--- config.mk ---
export PLATFORM = sky130hd
export DESIGN_NAME = fixed_block_slot_allocator_top
export DESIGN_NICKNAME = d
export VERILOG_FILES = /design/src/hdl/fbsa_pkg.sv /design/src/hdl/fbsa_ctrl.sv /design/src/hdl/fbsa_dp.sv /design/src/hdl/fixed_block_slot_allocator_top.sv
export SDC_FILE = /design/constraint.sdc
export NUM_CORES = 1
export LEC_CHECK = 0
export ABC_AREA = 1
export BUFFER_PORTS_ARGS = -buffer_cell sky130_fd_sc_hd__buf_4
export CORE_ASPECT_RATIO = 1.1
export CORE_MARGIN = 2
export CORE_UTILIZATION = 59
export CTS_BUF_LIST = sky130_fd_sc_hd__clkbuf_4
export CTS_CLUSTER_SIZE = 8
export DETAILED_ROUTE_END_ITERATION = 8
export PLACE_DENSITY = 0.87
export SYNTH_ARGS = -nofsm -noshare
export SYNTH_HDL_FRONTEND = slang
export SYNTH_SLANG_ARGS = --single-unit
--- constraint.sdc ---
create_clock -name i_clk -period 4.64 [get_ports i_clk]
set_input_delay 0.464 -clock i_clk [delete_from_list [all_inputs] [get_ports i_clk]]
set_output_delay 0.464 -clock i_clk [all_outputs]
set_load 0.05 [all_outputs]
--- src/hdl/fbsa_pkg.sv ---
// shared types, constants and codes of the fixed block slot allocator
package fbsa_pkg;

    // default pool size in slots
    localparam int SLOTS_DEFAULT = 64;

    // field widths
    localparam int TE_W     = 7;
    localparam int PAY_W    = 12;
    localparam int SLOT_W   = 6;
    localparam int OFF_W    = 18;
    localparam int STAT_W   = 2;
    localparam int CFG_IDX_W = 1;
    localparam int STRIDE_W = PAY_W + 1;

    // largest usable slot count the table_entries register can express
    localparam int MAX_COUNT = (2 ** TE_W) - 1;

    // used bits are searched one group of this many slots per cycle
    localparam int GRP_W     = 16;
    localparam int LOG_GRP_W = 4;

    // tag word in front of each block payload
    localparam int TAG_BYTES = 4;

    // register reset values
    localparam logic [TE_W-1:0]  TE_RESET  = TE_W'(64);
    localparam logic [PAY_W-1:0] PAY_RESET = PAY_W'(64);

    // configuration register indexes
    localparam logic [CFG_IDX_W-1:0] CFG_TABLE_ENTRIES = 1'b0;
    localparam logic [CFG_IDX_W-1:0] CFG_PAYLOAD_BYTES = 1'b1;

    // request codes
    localparam logic CMD_ALLOC = 1'b0;
    localparam logic CMD_FREE  = 1'b1;

    // result status codes
    typedef enum logic [STAT_W-1:0] {
        ST_POOL     = 2'd0,
        ST_OVERFLOW = 2'd1,
        ST_FREED    = 2'd2,
        ST_IGNORED  = 2'd3
    } t_status;

    // controller states
    typedef enum logic [2:0] {
        S_IDLE,
        S_SCAN,
        S_FREE,
        S_MUL,
        S_DONE
    } t_state;

    // controller to datapath commands
    typedef struct packed {
        logic load_in;
        logic grp_inc;
        logic take;
        logic ovf;
        logic free_eval;
        logic mul;
        logic load_out;
    } t_cmd;

    // datapath to controller status
    typedef struct packed {
        logic in_free;
        logic found;
        logic last;
        logic out_busy;
    } t_sts;

endpackage

--- src/hdl/fbsa_ctrl.sv ---
// controller state machine of the fixed block slot allocator
module fbsa_ctrl (
    input  logic          i_clk,
    input  logic          i_rst_n,
    input  logic          i_in_valid,
    output logic          o_in_stall,
    input  fbsa_pkg::t_sts i_sts,
    output fbsa_pkg::t_cmd o_cmd
);

    fbsa_pkg::t_state r_state;
    fbsa_pkg::t_state n_state;

    // state register
    always_ff @(posedge i_clk) begin
        if (!i_rst_n) begin
            r_state <= fbsa_pkg::S_IDLE;
        end else begin
            r_state <= n_state;
        end
    end

    // next state and commands
    always_comb begin
        n_state    = r_state;
        o_cmd      = '0;
        o_in_stall = 1'b1;
        unique case (r_state)
            fbsa_pkg::S_IDLE: begin
                o_in_stall = 1'b0;
                if (i_in_valid) begin
                    o_cmd.load_in = 1'b1;
                    n_state = i_sts.in_free ? fbsa_pkg::S_FREE : fbsa_pkg::S_SCAN;
                end
            end
            fbsa_pkg::S_SCAN: begin
                // one slot group per cycle until a free slot or the count limit
                priority if (i_sts.found) begin
                    o_cmd.take = 1'b1;
                    n_state = fbsa_pkg::S_MUL;
                end else if (i_sts.last) begin
                    o_cmd.ovf = 1'b1;
                    n_state = fbsa_pkg::S_DONE;
                end else begin
                    o_cmd.grp_inc = 1'b1;
                end
            end
            fbsa_pkg::S_FREE: begin
                o_cmd.free_eval = 1'b1;
                n_state = fbsa_pkg::S_DONE;
            end
            fbsa_pkg::S_MUL: begin
                o_cmd.mul = 1'b1;
                n_state = fbsa_pkg::S_DONE;
            end
            fbsa_pkg::S_DONE: begin
                if (!i_sts.out_busy) begin
                    o_cmd.load_out = 1'b1;
                    n_state = fbsa_pkg::S_IDLE;
                end
            end
            default: begin
                n_state = fbsa_pkg::S_IDLE;
            end
        endcase
    end

endmodule

--- src/hdl/fbsa_dp.sv ---
// datapath of the fixed block slot allocator: used bits, hint, search, offset
module fbsa_dp #(
    parameter int SLOTS = fbsa_pkg::SLOTS_DEFAULT
) (
    input  logic                              i_clk,
    input  logic                              i_rst_n,
    // configuration
    input  logic                              i_cfg_valid,
    input  logic [fbsa_pkg::CFG_IDX_W-1:0]    i_cfg_index,
    input  logic [fbsa_pkg::PAY_W-1:0]        i_cfg_data,
    // input word fields
    input  logic                              i_in_cmd,
    input  logic [fbsa_pkg::SLOT_W-1:0]       i_in_slot_index,
    input  logic                              i_in_is_overflow_handle,
    // control
    input  fbsa_pkg::t_cmd                    i_cmd,
    output fbsa_pkg::t_sts                    o_sts,
    // output word
    output logic                              o_out_valid,
    input  logic                              i_out_stall,
    output logic [fbsa_pkg::STAT_W-1:0]       o_out_status,
    output logic [fbsa_pkg::SLOT_W-1:0]       o_out_granted_slot,
    output logic [fbsa_pkg::OFF_W-1:0]        o_out_data_offset
);

    localparam int GRP_W      = fbsa_pkg::GRP_W;
    localparam int LOG_GRP_W  = fbsa_pkg::LOG_GRP_W;
    localparam int TE_W       = fbsa_pkg::TE_W;
    localparam int USED_DEPTH = (SLOTS < fbsa_pkg::MAX_COUNT) ? SLOTS : fbsa_pkg::MAX_COUNT;
    localparam int GROUPS     = (USED_DEPTH + GRP_W - 1) / GRP_W;
    localparam int GIW        = $clog2(GROUPS + 1);
    localparam int HW         = $clog2(USED_DEPTH + 1);
    localparam int PW         = $clog2((GROUPS + 1) * GRP_W);
    localparam int AW         = (PW > TE_W) ? PW : TE_W;
    localparam int PROD_W     = HW + fbsa_pkg::STRIDE_W;

    // configuration registers
    logic [TE_W-1:0]                r_table_entries;
    logic [fbsa_pkg::PAY_W-1:0]     r_payload;

    // used bits, one spare group so the hint group is always addressable
    logic [GRP_W-1:0]               r_used [GROUPS+1];
    logic [HW-1:0]                  r_hint;
    logic [GIW-1:0]                 r_grp;

    // request and result holding
    logic [fbsa_pkg::SLOT_W-1:0]    r_idx;
    logic                           r_ovf;
    fbsa_pkg::t_status              r_status;
    logic [HW-1:0]                  r_slot;
    logic [PROD_W-1:0]              r_prod;

    // output register
    logic                           r_out_valid;
    fbsa_pkg::t_status              r_out_status;
    logic [fbsa_pkg::SLOT_W-1:0]    r_out_slot;
    logic [fbsa_pkg::OFF_W-1:0]     r_out_offset;

    logic [TE_W-1:0]                w_count;
    logic [GRP_W-1:0]               w_word;
    logic [AW-1:0]                  w_base;
    logic [AW-1:0]                  w_abs [GRP_W];
    logic [GRP_W-1:0]               w_cand;
    logic [LOG_GRP_W-1:0]           w_bit;
    logic                           w_found;
    logic [AW-1:0]                  w_pos;
    logic                           w_last;
    logic                           w_free_ok;
    logic                           w_in_idx_ok;
    logic [TE_W-1:0]                w_in_idx_grp;
    logic [HW-1:0]                  w_hint_grp;
    logic [GIW-1:0]                 n_grp;
    logic [fbsa_pkg::STRIDE_W-1:0]  w_stride;
    logic                           w_pool;

    // usable slot count, saturated to the pool size
    assign w_count = (r_table_entries > TE_W'(USED_DEPTH)) ? TE_W'(USED_DEPTH)
                                                          : r_table_entries;

    // current group of used bits
    assign w_word = r_used[r_grp];
    assign w_base = AW'(r_grp) << LOG_GRP_W;

    // candidate slots: free, at or above the hint, below the count
    always_comb begin
        for (int b = 0; b < GRP_W; b++) begin
            w_abs[b]  = w_base + AW'(b);
            w_cand[b] = !w_word[b] && (w_abs[b] >= AW'(r_hint))
                        && (w_abs[b] < AW'(w_count));
        end
    end

    // lowest candidate in the group
    always_comb begin
        w_bit = '0;
        for (int b = GRP_W - 1; b >= 0; b--) begin
            if (w_cand[b]) begin
                w_bit = LOG_GRP_W'(b);
            end
        end
    end

    assign w_found = |w_cand;
    assign w_pos   = w_base + AW'(w_bit);
    assign w_last  = ((AW'(r_grp) + AW'(1)) << LOG_GRP_W) >= AW'(w_count);

    // free check on the group holding the named slot
    assign w_free_ok = !r_ovf && (TE_W'(r_idx) < w_count)
                       && w_word[r_idx[LOG_GRP_W-1:0]];

    // group to start from on an accepted word
    assign w_in_idx_ok  = TE_W'(i_in_slot_index) < w_count;
    assign w_in_idx_grp = TE_W'(i_in_slot_index) >> LOG_GRP_W;
    assign w_hint_grp   = r_hint >> LOG_GRP_W;
    always_comb begin
        if (i_in_cmd == fbsa_pkg::CMD_FREE) begin
            n_grp = w_in_idx_ok ? w_in_idx_grp[GIW-1:0] : '0;
        end else begin
            n_grp = w_hint_grp[GIW-1:0];
        end
    end

    assign w_stride = fbsa_pkg::STRIDE_W'(r_payload) + fbsa_pkg::STRIDE_W'(fbsa_pkg::TAG_BYTES);
    assign w_pool   = (r_status == fbsa_pkg::ST_POOL);

    // status to the controller
    assign o_sts.in_free  = (i_in_cmd == fbsa_pkg::CMD_FREE);
    assign o_sts.found    = w_found;
    assign o_sts.last     = w_last;
    assign o_sts.out_busy = r_out_valid && i_out_stall;

    // configuration registers
    always_ff @(posedge i_clk) begin
        if (!i_rst_n) begin
            r_table_entries <= fbsa_pkg::TE_RESET;
            r_payload       <= fbsa_pkg::PAY_RESET;
        end else if (i_cfg_valid) begin
            unique case (i_cfg_index)
                fbsa_pkg::CFG_TABLE_ENTRIES: r_table_entries <= i_cfg_data[TE_W-1:0];
                fbsa_pkg::CFG_PAYLOAD_BYTES: r_payload       <= i_cfg_data;
                default: ;
            endcase
        end
    end

    // used bits and hint
    always_ff @(posedge i_clk) begin
        if (!i_rst_n) begin
            for (int g = 0; g <= GROUPS; g++) begin
                r_used[g] <= '0;
            end
            r_hint <= '0;
        end else if (i_cmd.take) begin
            r_used[r_grp][w_bit] <= 1'b1;
            r_hint <= HW'(w_pos + AW'(1));
        end else if (i_cmd.free_eval && w_free_ok) begin
            r_used[r_grp][r_idx[LOG_GRP_W-1:0]] <= 1'b0;
            if (AW'(r_hint) > AW'(r_idx)) begin
                r_hint <= HW'(r_idx);
            end
        end
    end

    // request capture, group walk and result build
    always_ff @(posedge i_clk) begin
        if (i_cmd.load_in) begin
            r_idx <= i_in_slot_index;
            r_ovf <= i_in_is_overflow_handle;
            r_grp <= n_grp;
        end else if (i_cmd.grp_inc) begin
            r_grp <= r_grp + GIW'(1);
        end
        if (i_cmd.take) begin
            r_slot   <= HW'(w_pos);
            r_status <= fbsa_pkg::ST_POOL;
        end else if (i_cmd.ovf) begin
            r_status <= fbsa_pkg::ST_OVERFLOW;
        end else if (i_cmd.free_eval) begin
            r_status <= w_free_ok ? fbsa_pkg::ST_FREED : fbsa_pkg::ST_IGNORED;
        end
        if (i_cmd.mul) begin
            r_prod <= PROD_W'(r_slot) * PROD_W'(w_stride);
        end
    end

    // output register valid
    always_ff @(posedge i_clk) begin
        if (!i_rst_n) begin
            r_out_valid <= 1'b0;
        end else if (i_cmd.load_out) begin
            r_out_valid <= 1'b1;
        end else if (!i_out_stall) begin
            r_out_valid <= 1'b0;
        end
    end

    // output register payload
    always_ff @(posedge i_clk) begin
        if (i_cmd.load_out) begin
            r_out_status <= r_status;
            r_out_slot   <= w_pool ? fbsa_pkg::SLOT_W'(r_slot) : '0;
            r_out_offset <= w_pool ? fbsa_pkg::OFF_W'(r_prod + PROD_W'(fbsa_pkg::TAG_BYTES))
                                   : '0;
        end
    end

    assign o_out_valid        = r_out_valid;
    assign o_out_status       = r_out_status;
    assign o_out_granted_slot = r_out_slot;
    assign o_out_data_offset  = r_out_offset;

`ifndef SYNTHESIS
    // a taken slot moves the hint just past it
    a_take_hint: assert property (@(posedge i_clk) disable iff (!i_rst_n)
        i_cmd.take |=> (r_hint == HW'($past(w_pos) + AW'(1))))
        else $error("hint not moved past taken slot");

    // the hint never runs past the pool
    a_hint_range: assert property (@(posedge i_clk) disable iff (!i_rst_n)
        AW'(r_hint) <= AW'(USED_DEPTH))
        else $error("hint beyond pool");

    // a found slot lies below the usable count and was free
    a_found_ok: assert property (@(posedge i_clk) disable iff (!i_rst_n)
        w_found |-> ((w_pos < AW'(w_count)) && !w_word[w_bit]))
        else $error("found slot out of range or used");

    // a result is never loaded over one still waiting
    a_no_overwrite: assert property (@(posedge i_clk) disable iff (!i_rst_n)
        i_cmd.load_out |-> !(r_out_valid && i_out_stall))
        else $error("output word overwritten");
`endif

endmodule

--- src/hdl/fixed_block_slot_allocator_top.sv ---
// Fixed block slot allocator top level: a search over used bits from a hint.
// Allocate: the used bits are searched one 16-slot group at a time from the
// hint group, then the offset is multiplied. Free: the named slot is checked.
// The next word is taken once the result is in the output register, so a
// stalled output also holds back new requests.
// Reset (synchronous, active low) clears all used bits and the hint at once.
module fixed_block_slot_allocator_top #(
    parameter int SLOTS = fbsa_pkg::SLOTS_DEFAULT
) (
    input  logic                            i_clk,
    input  logic                            i_rst_n,
    // configuration write channel
    input  logic                            i_cfg_valid,
    output logic                            o_cfg_ready,
    input  logic [fbsa_pkg::CFG_IDX_W-1:0]  i_cfg_index,
    input  logic [fbsa_pkg::PAY_W-1:0]      i_cfg_data,
    // input channel
    input  logic                            i_in_valid,
    output logic                            o_in_stall,
    input  logic                            i_in_cmd,
    input  logic [fbsa_pkg::SLOT_W-1:0]     i_in_slot_index,
    input  logic                            i_in_is_overflow_handle,
    // output channel
    output logic                            o_out_valid,
    input  logic                            i_out_stall,
    output logic [fbsa_pkg::STAT_W-1:0]     o_out_status,
    output logic [fbsa_pkg::SLOT_W-1:0]     o_out_granted_slot,
    output logic [fbsa_pkg::OFF_W-1:0]      o_out_data_offset
);

    fbsa_pkg::t_cmd w_cmd;
    fbsa_pkg::t_sts w_sts;

    // configuration writes are always taken
    assign o_cfg_ready = 1'b1;

    // controller
    fbsa_ctrl u_ctrl (
        .i_clk      (i_clk),
        .i_rst_n    (i_rst_n),
        .i_in_valid (i_in_valid),
        .o_in_stall (o_in_stall),
        .i_sts      (w_sts),
        .o_cmd      (w_cmd)
    );

    // datapath
    fbsa_dp #(
        .SLOTS (SLOTS)
    ) u_dp (
        .i_clk                   (i_clk),
        .i_rst_n                 (i_rst_n),
        .i_cfg_valid             (i_cfg_valid),
        .i_cfg_index             (i_cfg_index),
        .i_cfg_data              (i_cfg_data),
        .i_in_cmd                (i_in_cmd),
        .i_in_slot_index         (i_in_slot_index),
        .i_in_is_overflow_handle (i_in_is_overflow_handle),
        .i_cmd                   (w_cmd),
        .o_sts                   (w_sts),
        .o_out_valid             (o_out_valid),
        .i_out_stall             (i_out_stall),
        .o_out_status            (o_out_status),
        .o_out_granted_slot      (o_out_granted_slot),
        .o_out_data_offset       (o_out_data_offset)
    );

endmodule

==> results of run 1 <==
[power breakdown]
group / internal [mW] / total, mW / leakage [nW] / switching, mW
logic: 2.57 / 7.50 / 5.67 / 4.93
registers: 2.64 / 2.87 / 2.22 / 0.232
clock network: 0.831 / 1.67 / 0.425 / 0.838
total: 6.03 / 12.0 / 8.32 / 6.00
[critical path: stages, from the launching register on]
cell	delay, ns
dfxtp_4	0.38
inv_4	0.04
nor3_4	0.22
or2_4	0.16
nand2_4	0.05
inv_4	0.07
nand2_2	0.05
fa_1	0.53
fa_1	0.43
fa_1	0.52
inv_1	0.06
fa_1	0.55
ha_4	0.24
a21oi_4	0.16
o21ai_4	0.09
a21oi_4	0.17
o21ai_2	0.09
nand2_1	0.07
nand2_1	0.07
a21oi_2	0.19
o21ai_2	0.09
a21oi_2	0.14
nor2_1	0.05
nor2_1	0.12
xor2_1	0.08
[cells in the final DEF, fill, tap and decap left out, types with 14 or more instances in the layout]
| cell | n |
|---|---|
| inv_1 | 254 |
| o21ai_0 | 55 |
| inv_2 | 26 |
| nand2_1 | 500 |
| dfxtp_1 | 30 |
| fa_1 | 53 |
| nor3_1 | 14 |
| clkbuf_4 | 77 |
| a21oi_1 | 81 |
| buf_4 | 155 |
| edfxtp_1 | 189 |
| nand3_1 | 165 |
| xor2_1 | 19 |
| clkinv_1 | 22 |
| nand2_2 | 19 |
| nor2_1 | 190 |
| ha_1 | 59 |
[per-layer routing]
metal	up-vias	track usage	part of all wire
met1	6348	0.364	0.36
met5	-	0	0
met2	710	0.563	0.50
li1	6411	-	-
met4	0	0.180	0.054
met3	183	0.0489	0.084
[through the flow]
stage | area [sq um] | instances | setup TNS, ns
5_1_grt | 17400 | 2387 | -1.58
3_5_place_dp | 16400 | 2268 | -1.13
6_report | 17400 | 2387 | -0.592
4_1_cts | 17300 | 2382 | -0.488
3_3_place_gp | 16400 | 2268 | -0.570
2_1_floorplan | 15100 | 1872 | -0.0226
[layout make-up]
cell class	instances	area, sq um
diodes	1	2.50
clock buffers	77	578
well taps	315	394
fillers	2012	7750
inverters	286	1080
repair buffers	166	1280
multi-input cells	1292	7570
flip-flops and latches	224	6380
clock inverters	26	135
[timing repair]
item	CTS	global route
pin swaps	15	34
resized for setup	16	36
setup buffers	1	4
hold endpoints to repair	11	0
hold buffers	10	0
setup endpoints to repair	5	112
[worst max path at each step]
stage | startpoint | endpoint | cells past startpoint
floorplan | u_dp.r_payload[2] | u_dp.r_prod[16] | 25
global placement | u_dp.r_payload[2] | u_dp.r_prod[16] | 22
detailed placement | u_dp.r_payload[2] | u_dp.r_prod[16] | 22
CTS | u_dp.r_payload[3] | u_dp.r_prod[17] | 24
global route | u_dp.r_payload[2] | u_dp.r_prod[16] | 25
finish | u_dp.r_payload[2] | u_dp.r_prod[16] | 24
[logic make-up (layout without fill, tap and decap cells)]
family                   count (synthesis)  count (layout)  share of synthesized area
buffers and inverters                  356             555                     0.0926
XOR/XNOR                                23              23                     0.0134
flip-flops                             224             224                      0.423
AO/OA/AOI/OAI                          224             224                     0.0902
other                                    1               2                   0.000249
AND/OR/NAND/NOR                        926             926                      0.256
adder cells (fa/ha/maj)                118             118                      0.124
[state kept, by name (all words and copies together), names as in the netlist, 2 cells and up, named ones only]
name	cells
u_dp.r_idx	6
u_dp.r_hint	7
u_dp.r_prod	18
u_dp.r_slot	7
u_dp.r_grp	3
u_dp.r_status	2
u_dp.r_table_entries	7
u_dp.r_payload	12
u_dp.r_used	128
u_dp.o_out_granted_slot	6
u_dp.o_out_status	2
u_dp.o_out_data_offset	18
u_ctrl.r_state	3
==> flow_metrics.env, run 1 <==
export IMPL_outcome="finished with violations"
export IMPL_violations="negative setup slack"
export IMPL_dp_slack_ns=-0.292
export IMPL_power_density_nw_per_um2=690
export IMPL_rsz0062_at_grt="true"
export IMPL_criticalPathCategory="register to register"
export IMPL_r2r_end="u_dp.r_prod[16]"
export IMPL_cts_clk_slew_worst_paths_ns=0.07
export IMPL_slew_violations=0
export IMPL_routed_wl_um=42000
export IMPL_htree_levels=2
export IMPL_nets=2171
export IMPL_yosysMostFrequentCell="nand2_1"
export IMPL_max_freq_mhz=207
export IMPL_firstDrtPassIters=6
export IMPL_syn_area_per_cell_sq_um=8.05
export IMPL_syn_inst=1872
export IMPL_slew_headroom=0.256
export IMPL_fin_hold_ws_ns=0.0545
export IMPL_port_buffers=53
export IMPL_rows=61
export IMPL_drive_above_1_share=0.174
export IMPL_max_cap_violations=0
export IMPL_die_x_um=156
export IMPL_cts_tree="yes"
export IMPL_wl_per_cell_um=17.6
export IMPL_finalClockSkew_ns=0.0692
export IMPL_ys_warn_count=0
export IMPL_grt_pass1_wl_um=66100
export IMPL_crit_reg2reg_launch="u_dp.r_payload[2]"
export IMPL_synthDistinctLibCells=55
export IMPL_synthTopCellsByArea="edfxtp_1, nand2_1, fa_1, inv_1, nand3_1"
export IMPL_cts_buffers=57
export IMPL_synth_top_area_frac=0.376
export IMPL_final_setup_worst_slack_ns=-0.197
export IMPL_grt_overflow=0
export IMPL_reg2reg_depth=24
export IMPL_cts_buffer_depth=3
export IMPL_drt_vias_per_instance=5.72
export IMPL_core_sq_um=25200
export IMPL_ir_drop_mv=0.369
export IMPL_finalCriticalPeriod_ns=4.84
export IMPL_cp_required_ns=5.10
export IMPL_grt_pass1_vias=13500
export IMPL_track_usage=0.317
export IMPL_synthFlopType="edfxtp_1"
export IMPL_async_flop_share=0
export IMPL_cts_sinks=224
export IMPL_crit_path_end_kind="register"
export IMPL_gp_congestion=0.967
export IMPL_yosysSeqAreaShare=0.423
export IMPL_areaGrowthSynthToFinish_pct=15.6
export IMPL_drc_errors=0
export IMPL_ff2ff_setup_slack_ns=-0.20
export IMPL_arrival_ns=5.30
export IMPL_syn_num_nets=2016
export IMPL_min_period_over_period=1.04
export IMPL_synth_common_cells="nand2_1, inv_1, nor2_1"
export IMPL_tightest_slew_ns=1.12
export IMPL_dr_total_vias=13700
export IMPL_hold_path_startpoint="i_cfg_data[3]"
export IMPL_dieArea_sq_um=26800
export IMPL_start_util=0.599
export IMPL_postRouteAntennaNets=0
export IMPL_synth_area_sq_um=15100
export IMPL_yosys_area_top_type="edfxtp_1"
export IMPL_hpwl_um=29200
export IMPL_hold_viol_final=0
export IMPL_fin_util=0.692
export IMPL_start_kind="register"
export IMPL_insertion_delay_ns=0.73
export IMPL_grt_antenna_before_repair=1
export IMPL_hold_class="input pin to register"
export IMPL_dr_first_iter_drc_count=1146
export IMPL_cts_root_buf="clkbuf_4"
export IMPL_min_path_cells=3
export IMPL_grt_max_degree=104
export IMPL_power_mw=12.0
export IMPL_ys_ff_latch=224
export IMPL_setup_violations_final=5
export IMPL_die_h_um=172
export IMPL_whs_endpoint="u_dp.r_table_entries[3]"
export IMPL_cp_max_fo=3
export IMPL_synth_edf_count=189
export IMPL_io_pins=55
export IMPL_leakage_nw=8.32
Power figures use the tool's default switching activity.
==> run 2, diff against run 1 <==
Settings changed: CORE_MARGIN 2 to unset, GPL_TIMING_DRIVEN set to 0.
==> run 2 against run 1 <==
  * Sequential power increased by 1%
  * Critical path type unchanged
  * The run still ends with negative setup slack left
  * First-iteration DRC count increased by 68%
  * Clock skew increased by 0.0035 ns
==> flow_metrics.env, run 2 (synthesis gave the netlist of run 1 again) <==
export IMPL_dp_cells=2242
export IMPL_grt_pass1_wl_um=74100
export IMPL_switchingPower_mw=6.39
export IMPL_track_usage=0.373
export IMPL_die_h_um=170
export IMPL_drc_errors=0
export IMPL_grt_max_degree=18
export IMPL_port_buffers=53
export IMPL_path_buf_inv=2
export IMPL_cp_max_fo=3
export IMPL_htree_levels=2
export IMPL_dr_total_vias=14400
export IMPL_cp_required_ns=5.09
export IMPL_cts_sinks=224
export IMPL_crit_path_end_kind="register"
export IMPL_final_setup_worst_slack_ns=-0.291
export IMPL_max_freq_mhz=203
export IMPL_final_common_cell="nand2_1"
export IMPL_slew_headroom=0.136
export IMPL_regMostFlops="u_dp.r_used"
export IMPL_criticalPathCategory="register to register"
export IMPL_cts_clk_slew_worst_paths_ns=0.07
export IMPL_areaGrowthSynthToFinish_pct=15.6
export IMPL_cts_root_buf="clkbuf_4"
export IMPL_start_util=0.599
export IMPL_routed_wl_um=48700
export IMPL_max_cap_violations=0
export IMPL_post_route_cell_area_sq_um=17400
export IMPL_gp_congestion=1.03
export IMPL_critical_path_max_stage_delay_ns=0.56
export IMPL_grt_overflow=0
export IMPL_wl_per_cell_um=20.4
export IMPL_outcome="finished with violations"
export IMPL_clockPowerShare=0.144
export IMPL_leakage_nw=8.19
export IMPL_hold_class="input pin to register"
export IMPL_core_sq_um=25200
export IMPL_dp_slack_ns=-0.678
export IMPL_netSwitchingFraction=0.519
export IMPL_min_period_over_period=1.06
export IMPL_p_comb_frac=0.620
export IMPL_finalClockSkew_ns=0.0728
export IMPL_ir_drop_mv=0.476
export IMPL_cts_tree="yes"
export IMPL_dr_first_iter_drc_count=1922
export IMPL_critPathMostFrequentCell="fa_1"
export IMPL_rsz0062_at_grt="true"
export IMPL_nFillCells=1892
export IMPL_dpl_cell_area_sq_um=16000
export IMPL_grt_pass1_vias=14100
export IMPL_power_density_nw_per_um2=707
export IMPL_insertion_delay_ns=0.76
export IMPL_hpwl_um=33300
export IMPL_die_x_um=154
export IMPL_rows=61
export IMPL_postRouteAntennaNets=0
export IMPL_tightest_slew_ns=1.29
export IMPL_setup_violations_final=7
export IMPL_grt_antenna_before_repair=1
export IMPL_cts_buffer_depth=3
export IMPL_hold_viol_final=0
export IMPL_start_kind="register"
export IMPL_tns_ns=-1.44
export IMPL_finalCriticalPeriod_ns=4.93
export IMPL_crit_family="adder cells"
export IMPL_slew_violations=0
export IMPL_dieArea_sq_um=26200
export IMPL_io_pins=55
export IMPL_instances_no_fill=2391
export IMPL_power_frac_seq=0.236
export IMPL_violations="negative setup slack"
export IMPL_nets=2176
export IMPL_cts_buffers=58
export IMPL_crit_chain="ha_4 -> xor2_4 -> buf_6 -> nand2_4 -> fa_1 -> fa_1 -> fa_1 -> inv_2 -> fa_1 -> ha_4 -> a21oi_2 -> o21ai_2 -> a21oi_2 -> o21ai_2 -> nand2_1 -> nand2_1 -> a21oi_2 -> o21ai_2 -> a21oi_1 -> nor2_1 -> nor2_1 -> xor2_1"
export IMPL_p_int_mw=5.93
export IMPL_drt_vias_per_instance=6.04
export IMPL_firstDrtPassIters=9
export IMPL_mostFrequentLayoutCells="nand2_1, inv_1, edfxtp_1"
export IMPL_cpMaxStageDelayCell="fa_1"
export IMPL_fin_util=0.692
export IMPL_largest_reg_flops=128
export IMPL_arrival_ns=5.38
export IMPL_drive_above_1_share=0.164
## run 2: cell count changes in the layout (fill, tap and decap cells not counted), sizes merged
cell	previous run	this run
clkbuf	77	123
buf	156	118
clkinv	28	21
clkinvlp	0	2
dlygate4sd3	10	12
inv	283	282
## run 2: area by class of cell
cell class                      count  area (sq um)  share of cell area
Clock buffer                       83           623              0.0357
Sequential cell                   224          6390               0.366
Multi-Input combinational cell   1292          7670               0.440
Tap cell                          315           394              0.0226
Timing Repair Buffer              106           845              0.0485
Clock inverter                     20           115             0.00660
Buffer                             64           300              0.0172
Antenna cell                        1          2.50            0.000144
Inverter                          286          1100              0.0630
## run 2: layer usage
| metal | vias up | routed length (um) | track usage |
|---|---|---|---|
| li1 | 6417 | - | - |
| met1 | 6632 | 15800 | 0.407 |
| met2 | 1066 | 22800 | 0.630 |
| met3 | 329 | 5970 | 0.0991 |
| met4 | 0 | 4020 | 0.266 |
| met5 | - | 0 | 0 |
## run 2: worst register-to-register path, cell delays in order (launching register included)
cell	delay (ns)
dfxtp_4	0.37
ha_4	0.19
xor2_4	0.28
buf_6	0.16
nand2_4	0.04
fa_1	0.54
fa_1	0.46
fa_1	0.56
inv_2	0.06
fa_1	0.51
ha_4	0.33
a21oi_2	0.06
o21ai_2	0.20
a21oi_2	0.09
o21ai_2	0.15
nand2_1	0.06
nand2_1	0.07
a21oi_2	0.07
o21ai_2	0.13
a21oi_1	0.08
nor2_1	0.08
nor2_1	0.05
xor2_1	0.14
## run 2: path summary, 6_finish.rpt
check | from | to | slack (ns) | depth (start not counted)
setup / recovery | u_dp.r_payload[3] | u_dp.r_prod[16] | -0.29 | 22
setup reg to reg | u_dp.r_payload[3] | u_dp.r_prod[16] | -0.29 | 22
hold / removal | i_cfg_data[11] | u_dp.r_payload[11] | 0.02 | 3
hold reg to reg | u_dp.r_hint[6] | u_dp.r_hint[6] | 0.47 | 2
## run 2: timing repair
item | 4_1_cts | 5_1_grt
hold endpoints to repair | 12 | 0
hold buffers | 12 | 0
gates resized for setup | 56 | 38
buffers inserted | 27 | 12
endpoints found under the setup margin | 116 | 193
pin swaps | 34 | 32
## run 2: per-stage QoR
step / total power [mW] / hold slack, ns
global route: 13.0 / 0.0381
finish: 12.3 / 0.0247
floorplan: 7.40 / 0.426
CTS: 11.7 / 0.0124
detailed placement: 9.48 / 0.459
global placement: 9.25 / 0.451
## run 2: power by group through the flow
stage	Clock [mW]	Combinational [mW]	Sequential, mW
floorplan	0	4.41	2.98
global placement	0	6.37	2.88
detailed placement	0	6.60	2.88
CTS	1.74	7.05	2.89
global route	1.85	8.18	2.93
finish	1.77	7.65	2.91
